==> src/rtl/train_pwm_ramp_sequencer_top_macros.svh <==
// ----------------------------------------------------------------------------
// Train PWM ramp sequencer assertion macros
// Shared assertion forms for the sequencer RTL.
// ----------------------------------------------------------------------------
`ifndef TRAIN_PWM_RAMP_SEQUENCER_TOP_MACROS_SVH
`define TRAIN_PWM_RAMP_SEQUENCER_TOP_MACROS_SVH

// Condition holds in the same cycle as the trigger.
`define TRPS_ASSERT_SAME(label, clk, rst_n, trig, cond) \
  label: assert property (@(posedge clk) disable iff (!rst_n) (trig) |-> (cond)) \
    else $error("sequencer assertion failed");

// Condition holds in the cycle after the trigger.
`define TRPS_ASSERT_NEXT(label, clk, rst_n, trig, cond) \
  label: assert property (@(posedge clk) disable iff (!rst_n) (trig) |=> (cond)) \
    else $error("sequencer assertion failed");

`endif

==> src/rtl/trps_pkg.sv <==
`timescale 1ns / 1ps
// ----------------------------------------------------------------------------
// Train PWM ramp sequencer package
// Function codes, contact codes, register indexes, phases and result flags.
// ----------------------------------------------------------------------------
package trps_pkg;

  typedef enum logic [1:0] {
    FUNC_START = 2'd0,
    FUNC_RIGHT = 2'd1,
    FUNC_LEFT  = 2'd2,
    FUNC_BRAKE = 2'd3
  } func_t;

  localparam logic [2:0] CONTACT_RIGHT_DOWN = 3'd1;
  localparam logic [2:0] CONTACT_RIGHT_UP   = 3'd2;
  localparam logic [2:0] CONTACT_LEFT_UP    = 3'd3;
  localparam logic [2:0] CONTACT_LEFT_DOWN  = 3'd4;

  localparam int unsigned CFG_ADDR_W = 3;

  localparam logic [CFG_ADDR_W-1:0] CFG_LIGHTS_WAIT    = 3'd0;
  localparam logic [CFG_ADDR_W-1:0] CFG_STATIONARY     = 3'd1;
  localparam logic [CFG_ADDR_W-1:0] CFG_TRAIN_WAIT     = 3'd2;
  localparam logic [CFG_ADDR_W-1:0] CFG_CRUISE         = 3'd3;
  localparam logic [CFG_ADDR_W-1:0] CFG_RAMP_INTERVAL  = 3'd4;
  localparam logic [CFG_ADDR_W-1:0] CFG_BRAKE_INTERVAL = 3'd5;
  localparam logic [CFG_ADDR_W-1:0] CFG_DOWNHILL_LIMIT = 3'd6;
  localparam logic [CFG_ADDR_W-1:0] CFG_UPHILL_LIMIT   = 3'd7;

  typedef enum logic [3:0] {
    PH_FIRST  = 4'b0001,
    PH_SECOND = 4'b0010,
    PH_THIRD  = 4'b0100,
    PH_FOURTH = 4'b1000
  } phase_t;

  typedef struct packed {
    logic done_res;
    logic brake_on;
    logic brake_write;
    logic pwm_write;
  } flags_t;

endpackage

==> src/rtl/trps_cfg.sv <==
`timescale 1ns / 1ps
// ----------------------------------------------------------------------------
// Sequencer configuration registers
// Holds the wait, interval and level settings written through the cfg port.
// ----------------------------------------------------------------------------
module trps_cfg #(
  parameter int unsigned PWM_BITS   = 10,
  parameter int unsigned COUNT_BITS = 16,
  parameter int unsigned CFG_W      = 16
) (
  input  logic                              clk,
  input  logic                              rst_n,
  input  logic                              cfg_we,
  input  logic [trps_pkg::CFG_ADDR_W-1:0]   cfg_addr,
  input  logic [CFG_W-1:0]                  cfg_data,
  output logic [COUNT_BITS-1:0]             lights_wait_r,
  output logic [PWM_BITS-1:0]               stationary_r,
  output logic [COUNT_BITS-1:0]             train_wait_r,
  output logic [PWM_BITS-1:0]               cruise_r,
  output logic [COUNT_BITS-1:0]             ramp_interval_r,
  output logic [COUNT_BITS-1:0]             brake_interval_r,
  output logic [PWM_BITS-1:0]               downhill_r,
  output logic [PWM_BITS-1:0]               uphill_r
);

  logic [COUNT_BITS-1:0] tick_val;
  logic [PWM_BITS-1:0]   level_val;

  assign tick_val  = cfg_data[COUNT_BITS-1:0];
  assign level_val = cfg_data[PWM_BITS-1:0];

  always_ff @(posedge clk) begin
    if (!rst_n) begin
      lights_wait_r    <= '0;
      stationary_r     <= '0;
      train_wait_r     <= '0;
      cruise_r         <= '1;
      ramp_interval_r  <= '0;
      brake_interval_r <= '0;
      downhill_r       <= '0;
      uphill_r         <= '1;
    end else if (cfg_we) begin
      unique case (cfg_addr)
        trps_pkg::CFG_LIGHTS_WAIT:    lights_wait_r    <= tick_val;
        trps_pkg::CFG_STATIONARY:     stationary_r     <= level_val;
        trps_pkg::CFG_TRAIN_WAIT:     train_wait_r     <= tick_val;
        trps_pkg::CFG_CRUISE:         cruise_r         <= level_val;
        trps_pkg::CFG_RAMP_INTERVAL:  ramp_interval_r  <= tick_val;
        trps_pkg::CFG_BRAKE_INTERVAL: brake_interval_r <= tick_val;
        trps_pkg::CFG_DOWNHILL_LIMIT: downhill_r       <= level_val;
        trps_pkg::CFG_UPHILL_LIMIT:   uphill_r         <= level_val;
        default: ;
      endcase
    end
  end

endmodule

==> src/rtl/trps_step.sv <==
`timescale 1ns / 1ps
// ----------------------------------------------------------------------------
// Sequencer step logic
// Shared phase, level and counter state with the per-tick update for the
// start, mountain and brake sequences.
// ----------------------------------------------------------------------------
module trps_step #(
  parameter int unsigned PWM_BITS          = 10,
  parameter int unsigned COUNT_BITS        = 16,
  parameter int unsigned RIGHT_SLOPE_DELAY = 100,
  parameter int unsigned LEFT_SLOPE_DELAY  = 100
) (
  input  logic                  clk,
  input  logic                  rst_n,
  input  logic                  adv,
  input  trps_pkg::func_t       func,
  input  logic [2:0]            contact,
  input  logic [COUNT_BITS-1:0] lights_wait,
  input  logic [PWM_BITS-1:0]   stationary,
  input  logic [COUNT_BITS-1:0] train_wait,
  input  logic [PWM_BITS-1:0]   cruise,
  input  logic [COUNT_BITS-1:0] ramp_interval,
  input  logic [COUNT_BITS-1:0] brake_interval,
  input  logic [PWM_BITS-1:0]   downhill,
  input  logic [PWM_BITS-1:0]   uphill,
  output logic [PWM_BITS-1:0]   res_pwm,
  output trps_pkg::flags_t      res_flags
);

  localparam longint unsigned CNT_MAX = (64'd1 << COUNT_BITS) - 64'd1;
  localparam logic [COUNT_BITS-1:0] RIGHT_DELAY =
    COUNT_BITS'((64'(RIGHT_SLOPE_DELAY) > CNT_MAX) ? CNT_MAX : 64'(RIGHT_SLOPE_DELAY));
  localparam logic [COUNT_BITS-1:0] LEFT_DELAY =
    COUNT_BITS'((64'(LEFT_SLOPE_DELAY) > CNT_MAX) ? CNT_MAX : 64'(LEFT_SLOPE_DELAY));

  function automatic logic [COUNT_BITS-1:0] sat_inc(input logic [COUNT_BITS-1:0] v);
    return (v == '1) ? v : v + 1'b1;
  endfunction

  trps_pkg::phase_t      phase_r, phase_nxt;
  logic                  slope_r, slope_nxt;
  logic [PWM_BITS-1:0]   level_r, level_nxt;
  logic [COUNT_BITS-1:0] step_r, step_nxt;
  logic [COUNT_BITS-1:0] sdelay_r, sdelay_nxt;
  logic [COUNT_BITS-1:0] swait_r, swait_nxt;
  logic [COUNT_BITS-1:0] bwait_r, bwait_nxt;

  logic [COUNT_BITS-1:0] interval_sel;
  logic                  ramp_due;
  logic [COUNT_BITS-1:0] step_adv;
  logic [PWM_BITS-1:0]   level_up;
  logic [PWM_BITS-1:0]   level_dn;
  logic                  is_right;
  logic [2:0]            wait_code;
  logic [2:0]            up_code;
  logic [2:0]            down_code;
  logic [COUNT_BITS-1:0] slope_delay;
  logic [PWM_BITS-1:0]   up_lim;
  logic [PWM_BITS-1:0]   down_lim;

  assign interval_sel = (func == trps_pkg::FUNC_BRAKE) ? brake_interval : ramp_interval;
  assign ramp_due     = (step_r >= interval_sel);
  assign step_adv     = ramp_due ? '0 : sat_inc(step_r);
  assign level_up     = (level_r == '1) ? level_r : level_r + 1'b1;
  assign level_dn     = (level_r == '0) ? level_r : level_r - 1'b1;

  assign is_right    = (func == trps_pkg::FUNC_RIGHT);
  assign wait_code   = is_right ? trps_pkg::CONTACT_RIGHT_DOWN : trps_pkg::CONTACT_LEFT_UP;
  assign up_code     = is_right ? trps_pkg::CONTACT_RIGHT_DOWN : trps_pkg::CONTACT_LEFT_DOWN;
  assign down_code   = is_right ? trps_pkg::CONTACT_RIGHT_UP : trps_pkg::CONTACT_LEFT_UP;
  assign slope_delay = is_right ? RIGHT_DELAY : LEFT_DELAY;
  assign up_lim      = is_right ? cruise : uphill;
  assign down_lim    = is_right ? downhill : cruise;

  always_comb begin
    phase_nxt  = phase_r;
    slope_nxt  = slope_r;
    level_nxt  = level_r;
    step_nxt   = step_r;
    sdelay_nxt = sdelay_r;
    swait_nxt  = swait_r;
    bwait_nxt  = bwait_r;
    res_pwm    = '0;
    res_flags  = '0;
    unique case (func)
      trps_pkg::FUNC_START: begin
        unique case (phase_r)
          trps_pkg::PH_FIRST: begin
            if (swait_r >= lights_wait) begin
              phase_nxt = trps_pkg::PH_SECOND;
              swait_nxt = '0;
            end else begin
              swait_nxt = sat_inc(swait_r);
            end
          end
          trps_pkg::PH_SECOND: begin
            res_flags.pwm_write   = 1'b1;
            res_pwm               = stationary;
            level_nxt             = stationary;
            res_flags.brake_write = 1'b1;
            phase_nxt             = trps_pkg::PH_THIRD;
          end
          trps_pkg::PH_THIRD: begin
            if (swait_r >= train_wait) begin
              phase_nxt = trps_pkg::PH_FOURTH;
              swait_nxt = '0;
            end else begin
              swait_nxt = sat_inc(swait_r);
            end
          end
          trps_pkg::PH_FOURTH: begin
            res_flags.pwm_write = 1'b1;
            res_pwm             = level_r;
            if (level_r >= cruise) begin
              phase_nxt          = trps_pkg::PH_FIRST;
              res_flags.done_res = 1'b1;
            end else begin
              level_nxt = ramp_due ? level_up : level_r;
              step_nxt  = step_adv;
            end
          end
          default: phase_nxt = trps_pkg::PH_FIRST;
        endcase
      end
      trps_pkg::FUNC_RIGHT, trps_pkg::FUNC_LEFT: begin
        if (!slope_r) begin
          if ((contact == wait_code) || (sdelay_r >= slope_delay)) begin
            slope_nxt  = 1'b1;
            sdelay_nxt = '0;
          end else begin
            sdelay_nxt = sat_inc(sdelay_r);
          end
        end else if (contact == up_code) begin
          res_flags.pwm_write = 1'b1;
          res_pwm             = level_r;
          if (level_r >= up_lim) begin
            phase_nxt          = trps_pkg::PH_FIRST;
            slope_nxt          = 1'b0;
            res_flags.done_res = 1'b1;
          end else begin
            level_nxt = ramp_due ? level_up : level_r;
            step_nxt  = step_adv;
          end
        end else if (contact == down_code) begin
          res_flags.pwm_write = 1'b1;
          res_pwm             = level_r;
          if (level_r <= down_lim) begin
            phase_nxt          = trps_pkg::PH_FIRST;
            slope_nxt          = 1'b0;
            res_flags.done_res = 1'b1;
          end else begin
            level_nxt = ramp_due ? level_dn : level_r;
            step_nxt  = step_adv;
          end
        end
      end
      trps_pkg::FUNC_BRAKE: begin
        unique case (phase_r)
          trps_pkg::PH_FIRST: begin
            res_flags.pwm_write = 1'b1;
            res_pwm             = level_r;
            if (level_r <= stationary) begin
              phase_nxt = trps_pkg::PH_SECOND;
            end else begin
              level_nxt = ramp_due ? level_dn : level_r;
              step_nxt  = step_adv;
            end
          end
          trps_pkg::PH_SECOND: begin
            if (bwait_r >= train_wait) begin
              phase_nxt = trps_pkg::PH_THIRD;
              bwait_nxt = '0;
            end else begin
              bwait_nxt = sat_inc(bwait_r);
            end
          end
          trps_pkg::PH_THIRD: begin
            res_flags.pwm_write   = 1'b1;
            res_pwm               = stationary;
            level_nxt             = stationary;
            res_flags.brake_write = 1'b1;
            res_flags.brake_on    = 1'b1;
            phase_nxt             = trps_pkg::PH_FOURTH;
          end
          trps_pkg::PH_FOURTH: begin
            if (bwait_r >= lights_wait) begin
              phase_nxt          = trps_pkg::PH_FIRST;
              bwait_nxt          = '0;
              res_flags.done_res = 1'b1;
            end else begin
              bwait_nxt = sat_inc(bwait_r);
            end
          end
          default: phase_nxt = trps_pkg::PH_FIRST;
        endcase
      end
      default: ;
    endcase
  end

  always_ff @(posedge clk) begin
    if (!rst_n) begin
      phase_r  <= trps_pkg::PH_FIRST;
      slope_r  <= 1'b0;
      level_r  <= '0;
      step_r   <= '0;
      sdelay_r <= '0;
      swait_r  <= '0;
      bwait_r  <= '0;
    end else if (adv) begin
      phase_r  <= phase_nxt;
      slope_r  <= slope_nxt;
      level_r  <= level_nxt;
      step_r   <= step_nxt;
      sdelay_r <= sdelay_nxt;
      swait_r  <= swait_nxt;
      bwait_r  <= bwait_nxt;
    end
  end

endmodule

==> src/rtl/train_pwm_ramp_sequencer_top.sv <==
`timescale 1ns / 1ps
// ----------------------------------------------------------------------------
// Train PWM ramp sequencer
// Drives the PWM level and brake of a model train through start, mountain
// and brake sequences, one tick per input transfer.
// ----------------------------------------------------------------------------
// Each input transfer is one tick: in_tuser selects the sequence and
// in_tdata carries the reed-contact code. Every tick yields exactly one
// output transfer with the PWM write, brake write and done flags.
// A tick is captured in an input register; once the output register is
// free or draining, the step logic updates the sequencer state and loads
// the output register, and out_tvalid rises. One tick per cycle is
// sustained while the receiver does not stall: the input register is
// refilled in the same cycle that its tick moves to the output register,
// and the state update is made in that same cycle.
// When the receiver stalls, the result waits in the output register and
// one further tick waits in the input register; in_tready then drops.
// Reset clears the state, both valid bits and the settings (cruise level
// and uphill limit to all ones). The user writes settings through the cfg
// port only while no tick is in flight; the block does not enforce this.
// ----------------------------------------------------------------------------
`include "train_pwm_ramp_sequencer_top_macros.svh"

module train_pwm_ramp_sequencer_top #(
  parameter int unsigned PWM_BITS          = 10,
  parameter int unsigned COUNT_BITS        = 16,
  parameter int unsigned RIGHT_SLOPE_DELAY = 100,
  parameter int unsigned LEFT_SLOPE_DELAY  = 100
) (
  input  logic                                               clk,
  input  logic                                               rst_n,
  input  logic                                               in_tvalid,
  output logic                                               in_tready,
  // contact[2:0], zero padding above
  input  logic [7:0]                                         in_tdata,
  // func[1:0]
  input  logic [1:0]                                         in_tuser,
  output logic                                               out_tvalid,
  input  logic                                               out_tready,
  // pwm_write, pwm_value, brake_write, brake_on, done_res, zero padding above
  output logic [((PWM_BITS + 11) / 8) * 8 - 1:0]             out_tdata,
  input  logic                                               cfg_we,
  input  logic [trps_pkg::CFG_ADDR_W-1:0]                    cfg_addr,
  input  logic [((COUNT_BITS > PWM_BITS) ? COUNT_BITS : PWM_BITS) - 1:0] cfg_data
);

  localparam int unsigned CFG_W   = (COUNT_BITS > PWM_BITS) ? COUNT_BITS : PWM_BITS;
  localparam int unsigned OUT_W   = ((PWM_BITS + 11) / 8) * 8;
  localparam int unsigned FIELD_W = PWM_BITS + 4;

  logic [COUNT_BITS-1:0] lights_wait;
  logic [PWM_BITS-1:0]   stationary;
  logic [COUNT_BITS-1:0] train_wait;
  logic [PWM_BITS-1:0]   cruise;
  logic [COUNT_BITS-1:0] ramp_interval;
  logic [COUNT_BITS-1:0] brake_interval;
  logic [PWM_BITS-1:0]   downhill;
  logic [PWM_BITS-1:0]   uphill;

  logic                  in_valid_r;
  trps_pkg::func_t       in_func_r;
  logic [2:0]            in_contact_r;
  logic                  out_valid_r;
  logic [PWM_BITS-1:0]   out_pwm_r;
  trps_pkg::flags_t      out_flags_r;
  logic                  adv;
  logic [PWM_BITS-1:0]   res_pwm;
  trps_pkg::flags_t      res_flags;

  trps_cfg #(
    .PWM_BITS   (PWM_BITS),
    .COUNT_BITS (COUNT_BITS),
    .CFG_W      (CFG_W)
  ) u_cfg (
    .clk              (clk),
    .rst_n            (rst_n),
    .cfg_we           (cfg_we),
    .cfg_addr         (cfg_addr),
    .cfg_data         (cfg_data),
    .lights_wait_r    (lights_wait),
    .stationary_r     (stationary),
    .train_wait_r     (train_wait),
    .cruise_r         (cruise),
    .ramp_interval_r  (ramp_interval),
    .brake_interval_r (brake_interval),
    .downhill_r       (downhill),
    .uphill_r         (uphill)
  );

  assign adv       = in_valid_r && (!out_valid_r || out_tready);
  assign in_tready = !in_valid_r || adv;

  trps_step #(
    .PWM_BITS          (PWM_BITS),
    .COUNT_BITS        (COUNT_BITS),
    .RIGHT_SLOPE_DELAY (RIGHT_SLOPE_DELAY),
    .LEFT_SLOPE_DELAY  (LEFT_SLOPE_DELAY)
  ) u_step (
    .clk            (clk),
    .rst_n          (rst_n),
    .adv            (adv),
    .func           (in_func_r),
    .contact        (in_contact_r),
    .lights_wait    (lights_wait),
    .stationary     (stationary),
    .train_wait     (train_wait),
    .cruise         (cruise),
    .ramp_interval  (ramp_interval),
    .brake_interval (brake_interval),
    .downhill       (downhill),
    .uphill         (uphill),
    .res_pwm        (res_pwm),
    .res_flags      (res_flags)
  );

  always_ff @(posedge clk) begin
    if (!rst_n) begin
      in_valid_r  <= 1'b0;
      out_valid_r <= 1'b0;
    end else begin
      if (in_tvalid && in_tready) begin
        in_valid_r <= 1'b1;
      end else if (adv) begin
        in_valid_r <= 1'b0;
      end
      if (adv) begin
        out_valid_r <= 1'b1;
      end else if (out_tready) begin
        out_valid_r <= 1'b0;
      end
    end
  end

  always_ff @(posedge clk) begin
    if (in_tvalid && in_tready) begin
      in_func_r    <= trps_pkg::func_t'(in_tuser);
      in_contact_r <= in_tdata[2:0];
    end
    if (adv) begin
      out_pwm_r   <= res_pwm;
      out_flags_r <= res_flags;
    end
  end

  assign out_tvalid = out_valid_r;
  assign out_tdata  = OUT_W'({out_flags_r.done_res, out_flags_r.brake_on,
                              out_flags_r.brake_write, out_pwm_r,
                              out_flags_r.pwm_write});

  logic [FIELD_W-1:0] out_fields;
  assign out_fields = out_tdata[FIELD_W-1:0];

  `TRPS_ASSERT_SAME(a_brake_on_needs_write, clk, rst_n,
    out_valid_r && out_flags_r.brake_on, out_flags_r.brake_write)
  `TRPS_ASSERT_SAME(a_pwm_zero_without_write, clk, rst_n,
    out_valid_r && !out_fields[0], out_fields[PWM_BITS:1] == '0)
  `TRPS_ASSERT_SAME(a_done_without_brake_write, clk, rst_n,
    out_valid_r && out_flags_r.done_res, !out_flags_r.brake_write)
  `TRPS_ASSERT_NEXT(a_advance_fills_output, clk, rst_n, adv, out_valid_r)
  `TRPS_ASSERT_SAME(a_ready_when_drained, clk, rst_n,
    out_valid_r && out_tready, in_tready)

endmodule
==> config.mk <==
export PLATFORM = sky130hd
export DESIGN_NAME = train_pwm_ramp_sequencer_top
export DESIGN_NICKNAME = d
export VERILOG_FILES = /design/src/rtl/trps_pkg.sv /design/src/rtl/trps_cfg.sv /design/src/rtl/trps_step.sv /design/src/rtl/train_pwm_ramp_sequencer_top.sv
export VERILOG_INCLUDE_DIRS = /design/src /design/src/rtl
export SDC_FILE = /design/constraint.sdc
export NUM_CORES = 1
export LEC_CHECK = 0
export ABC_AREA = 1
export BUFFER_PORTS_ARGS = -buffer_cell sky130_fd_sc_hd__buf_2
export CORE_AREA = 2 2 163 165
export DETAILED_ROUTE_END_ITERATION = 12
export DIE_AREA = 0 0 165 167
export GPL_ROUTABILITY_DRIVEN = 0
export HOLD_SLACK_MARGIN = 0.03
export PLACE_DENSITY = 0.68
export SETUP_SLACK_MARGIN = 0.05
export SYNTH_ARGS = -nofsm -noshare
export SYNTH_HDL_FRONTEND = slang
export SYNTH_HIERARCHICAL = 1
export SYNTH_SLANG_ARGS = --single-unit
==> constraint.sdc <==
create_clock -name clk -period 3.7 [get_ports clk]
set_input_delay 0.185 -clock clk [delete_from_list [all_inputs] [get_ports clk]]
set_output_delay 0.185 -clock clk [all_outputs]
set_load 0.05 [all_outputs]
==> key figures <==
Timing
  – Slew Limit Fails: 0
  – Sum Neg Setup Slack: 0 ns
  – Min Tclk post-route: 3.394 ns
  – Max-slew headroom: 25.15%
  – Clk_skew: 0.01335 ns
  – RSZ-0062 raised after global routing: false
  – Hold Slack: 0.04095 ns
  – Final WS setup: 0.3062 ns
  – Post-route clock period utilization: 91.72%
  – Worst slew pin tran: 1.121 ns
  – F_max: 294.7 MHz
  – Final setup viols: 0
  – Final Hold Fails: 0

Global route
  – Number of global-route vias before repair: 12660
  – Global-route wire length before repair: 63.55 mm
  – Largest net degree at the start of global routing: 65
  – Gr ovfl total: 0
  – Total global routing track utilization: 28.52%
  – Initial antenna violation count: 0

Worst setup path
  – CP Data Required Time: 4.11 ns
  – Max FO, Critical Path: 21
  – Startpoint Class: flop
  – Worst path depth: 16
  – CP Cell Sequence: ha_1, buf_4, o21ai_0, ha_1, a21oi_1, nor2_1, nor2_1, nand2_1, nand2_1, nand2_1, nor2_2, nand3_2, inv_2, nand2_1, nor2_1, nor2_1
  – Worst reg2reg path depth: 16
  – Critical path's slowest cell: edfxtp_1
  – CP max stage delay: 0.44 ns
  – Worst r2r src: in_func_r[0]
  – Setup crit end kind: flop
  – Critical path arrival: 3.81 ns
  – Critical path's top delay family: simple AND/OR/NAND/NOR gates
  – Critical path buffer and inverter count: 2
  – Setup CP Type: flop to flop
  – R2R Path End: u_step/level_r[3]
  – Reg2reg setup slack: 0.31 ns

Placed design
  – Setup slack after placement: 0.3183 ns
  – DP HPWL: 28.89 mm
  – Number of port buffers: 44

Synthesis
  – Mapped cell area: 13940 um^2
  – Top cell type's share of synthesized area: 26.56%
  – Cell with the most instances after synthesis: nand2_1
  – Yosys reg bits: 204
  – Number of synthesized flops with an enable pin: 19
  – Post-synth cell types: 55
  – Top_reg_cell synth: dfxtp_1
  – Ranking of synthesized cells by area: dfxtp_1, nand2_1, ha_1
  – Asr flop ratio synth: 0%
  – Top post-synthesis cells by count: nand2_1, nor2_1, nand3_1
  – Mapped Cells: 2086
  – Register area share after synthesis: 30.65%
  – Synthesized area per cell: 6.685 um^2
  – Warnings from Yosys: 6
  – Leading area contributor after synthesis: dfxtp_1

Layout
  – Nets: 2291
  – Layout cells sized above 1: 7.236%
  – Layout Area Growth over Synthesis: 10.96%
  – Layout Utilization: 60.06%
  – Diodes inserted: 0

CTS
  – # Post-CTS Setup Buffers: 0
  – Worst-path clk slew: 0.06 ns
  – Clk_lat worst skew: 0.52 ns
  – H-tree levels: 1
  – TritonCTS clock tree: done
  – Max clock buf depth: 3
  – Root Driver: clkbuf_16
  – Clock sinks: 204
  – Inserted Clock Buffers: 24

Hold path
  – HP Class: input port to flop
  – Hold wc startpoint: cfg_data[10]
  – Hold path depth: 5
  – Worst Hold Path EP: u_cfg/lights_wait_r[10]

Floorplanning
  – Die area: 27560 um^2
  – Die width: 165 um
  – Core Footprint: 25760 um^2
  – Row count: 59
  – Initial Utilization: 54.13%
  – Die Ht: 167 um
  – # IOs: 52

Detailed routing
  – DRC: 0
  – DRT antenna net count: 0
  – WL per Instance: 15.99 um
  – Vias per cell: 5.554
  – Drt first pass iters: 6
  – Detailed Route Iter0 Violations: 1069
  – DR vias: 13760
  – Routed wire length: 39.61 mm

Power and ir drop
  – Lkg Pwr: 7.072 nW
  – P per Cell Area: 380.5 nW/um^2
  – VDD IR max: 0.0003669 V
  – Final Total Pwr: 5.888 mW

Flow run
  – Max-Cap Viols: 0

Status
  – Outcome: completed
[state kept, by name, summed over array words and instances (netlist names), 10 cells and up]
| signal | flops |
|---|---|
| u_cfg/cruise_r | 10 |
| u_cfg/uphill_r | 10 |
| u_cfg/downhill_r | 10 |
| u_step/bwait_r | 16 |
| u_step/sdelay_r | 16 |
| u_step/step_r | 16 |
| u_cfg/brake_interval_r | 16 |
| u_step/swait_r | 16 |
| u_step/level_r | 10 |
| out_pwm_r | 10 |
| u_cfg/train_wait_r | 16 |
| u_cfg/stationary_r | 10 |
| u_cfg/ramp_interval_r | 16 |
| u_cfg/lights_wait_r | 16 |
[worst max-delay path by stage]
stage,start,end
floorplan,in_func_r[0],u_step/step_r[12]
global placement,in_func_r[1],u_step/level_r[3]
detailed placement,in_func_r[0],u_step/level_r[3]
CTS,in_func_r[0],u_step/level_r[3]
global route,in_func_r[1],u_step/level_r[3]
finish,in_func_r[0],u_step/level_r[3]
[layout make-up]
cell class,instances,area (um^2)
clock buffers,31,688.2
clock inverters,11,180.2
fillers,2501,10290
inverters,218,820.8
multi-input cells,1593,8502
flip-flops and latches,204,4274
well taps,335,419.2
repair buffers,85,588.1
[stage by stage]
step                      area [um^2]  cells
after global placement          14420   2417
after CTS                       15470   2477
after detailed placement        14420   2417
after global routing            15470   2477
final                           15470   2477
after floorplan                 13950   2087
[placed cells by master (no fill, tap or decap), drive strengths merged, types with 4 or more instances in the layout]
cell	n
nand2	502
nor3	40
nor4	6
ha	131
o21a	5
xor2	31
buf	67
nor2	333
nand4	40
clkbuf	31
xnor2	7
edfxtp	19
bufinv	5
or2	7
inv	215
nand3b	4
nand3	235
dfxtp	185
mux2i	15
clkinv	8
dlygate4sd3	18
a21oi	118
o21ai	71
a22oi	6
o211ai	14
a21o	4
[metal layers]
layer / routed length, um / vias to the layer above / track usage [%]
li1: - / 6937 / -
met1: 17650 / 6254 / 38.35
met2: 17820 / 461 / 46.59
met3: 2480 / 106 / 3.163
met4: 1666 / 0 / 11.23
met5: 0 / - / 0
[worst register-to-register path, stage by stage, from the launching register on]
cell,delay [ns]
edfxtp_1,0.44
ha_1,0.25
buf_4,0.21
o21ai_0,0.27
ha_1,0.30
a21oi_1,0.16
nor2_1,0.05
nor2_1,0.24
nand2_1,0.13
nand2_1,0.20
nand2_1,0.09
nor2_2,0.22
nand3_2,0.28
inv_2,0.20
nand2_1,0.10
nor2_1,0.11
nor2_1,0.04
[report_power, final]
part           internal [mW]  switching (mW)
Sequential              2.29          0.0511
Combinational          0.280           0.670
Clock                   1.65           0.947
[cells by family (layout without fill, tap and decap cells)]
family | after synthesis | in the layout | share of synthesized area (%)
simple gates | 1171 | 1171 | 36.20
buf+inv | 290 | 345 | 8.425
compound gates | 236 | 236 | 9.484
flops | 204 | 204 | 30.65
fa+ha+maj | 131 | 131 | 11.75
xor+xnor | 38 | 38 | 2.387
mux | 15 | 15 | 1.077
other cells | 1 | 2 | 0.02689
[what timing repair did]
action	in CTS	in global routing
gates resized for setup	0	0
endpoints found under the hold margin	27	0
hold buffers	18	0
No activity file was read; power rests on OpenSTA's default activity.
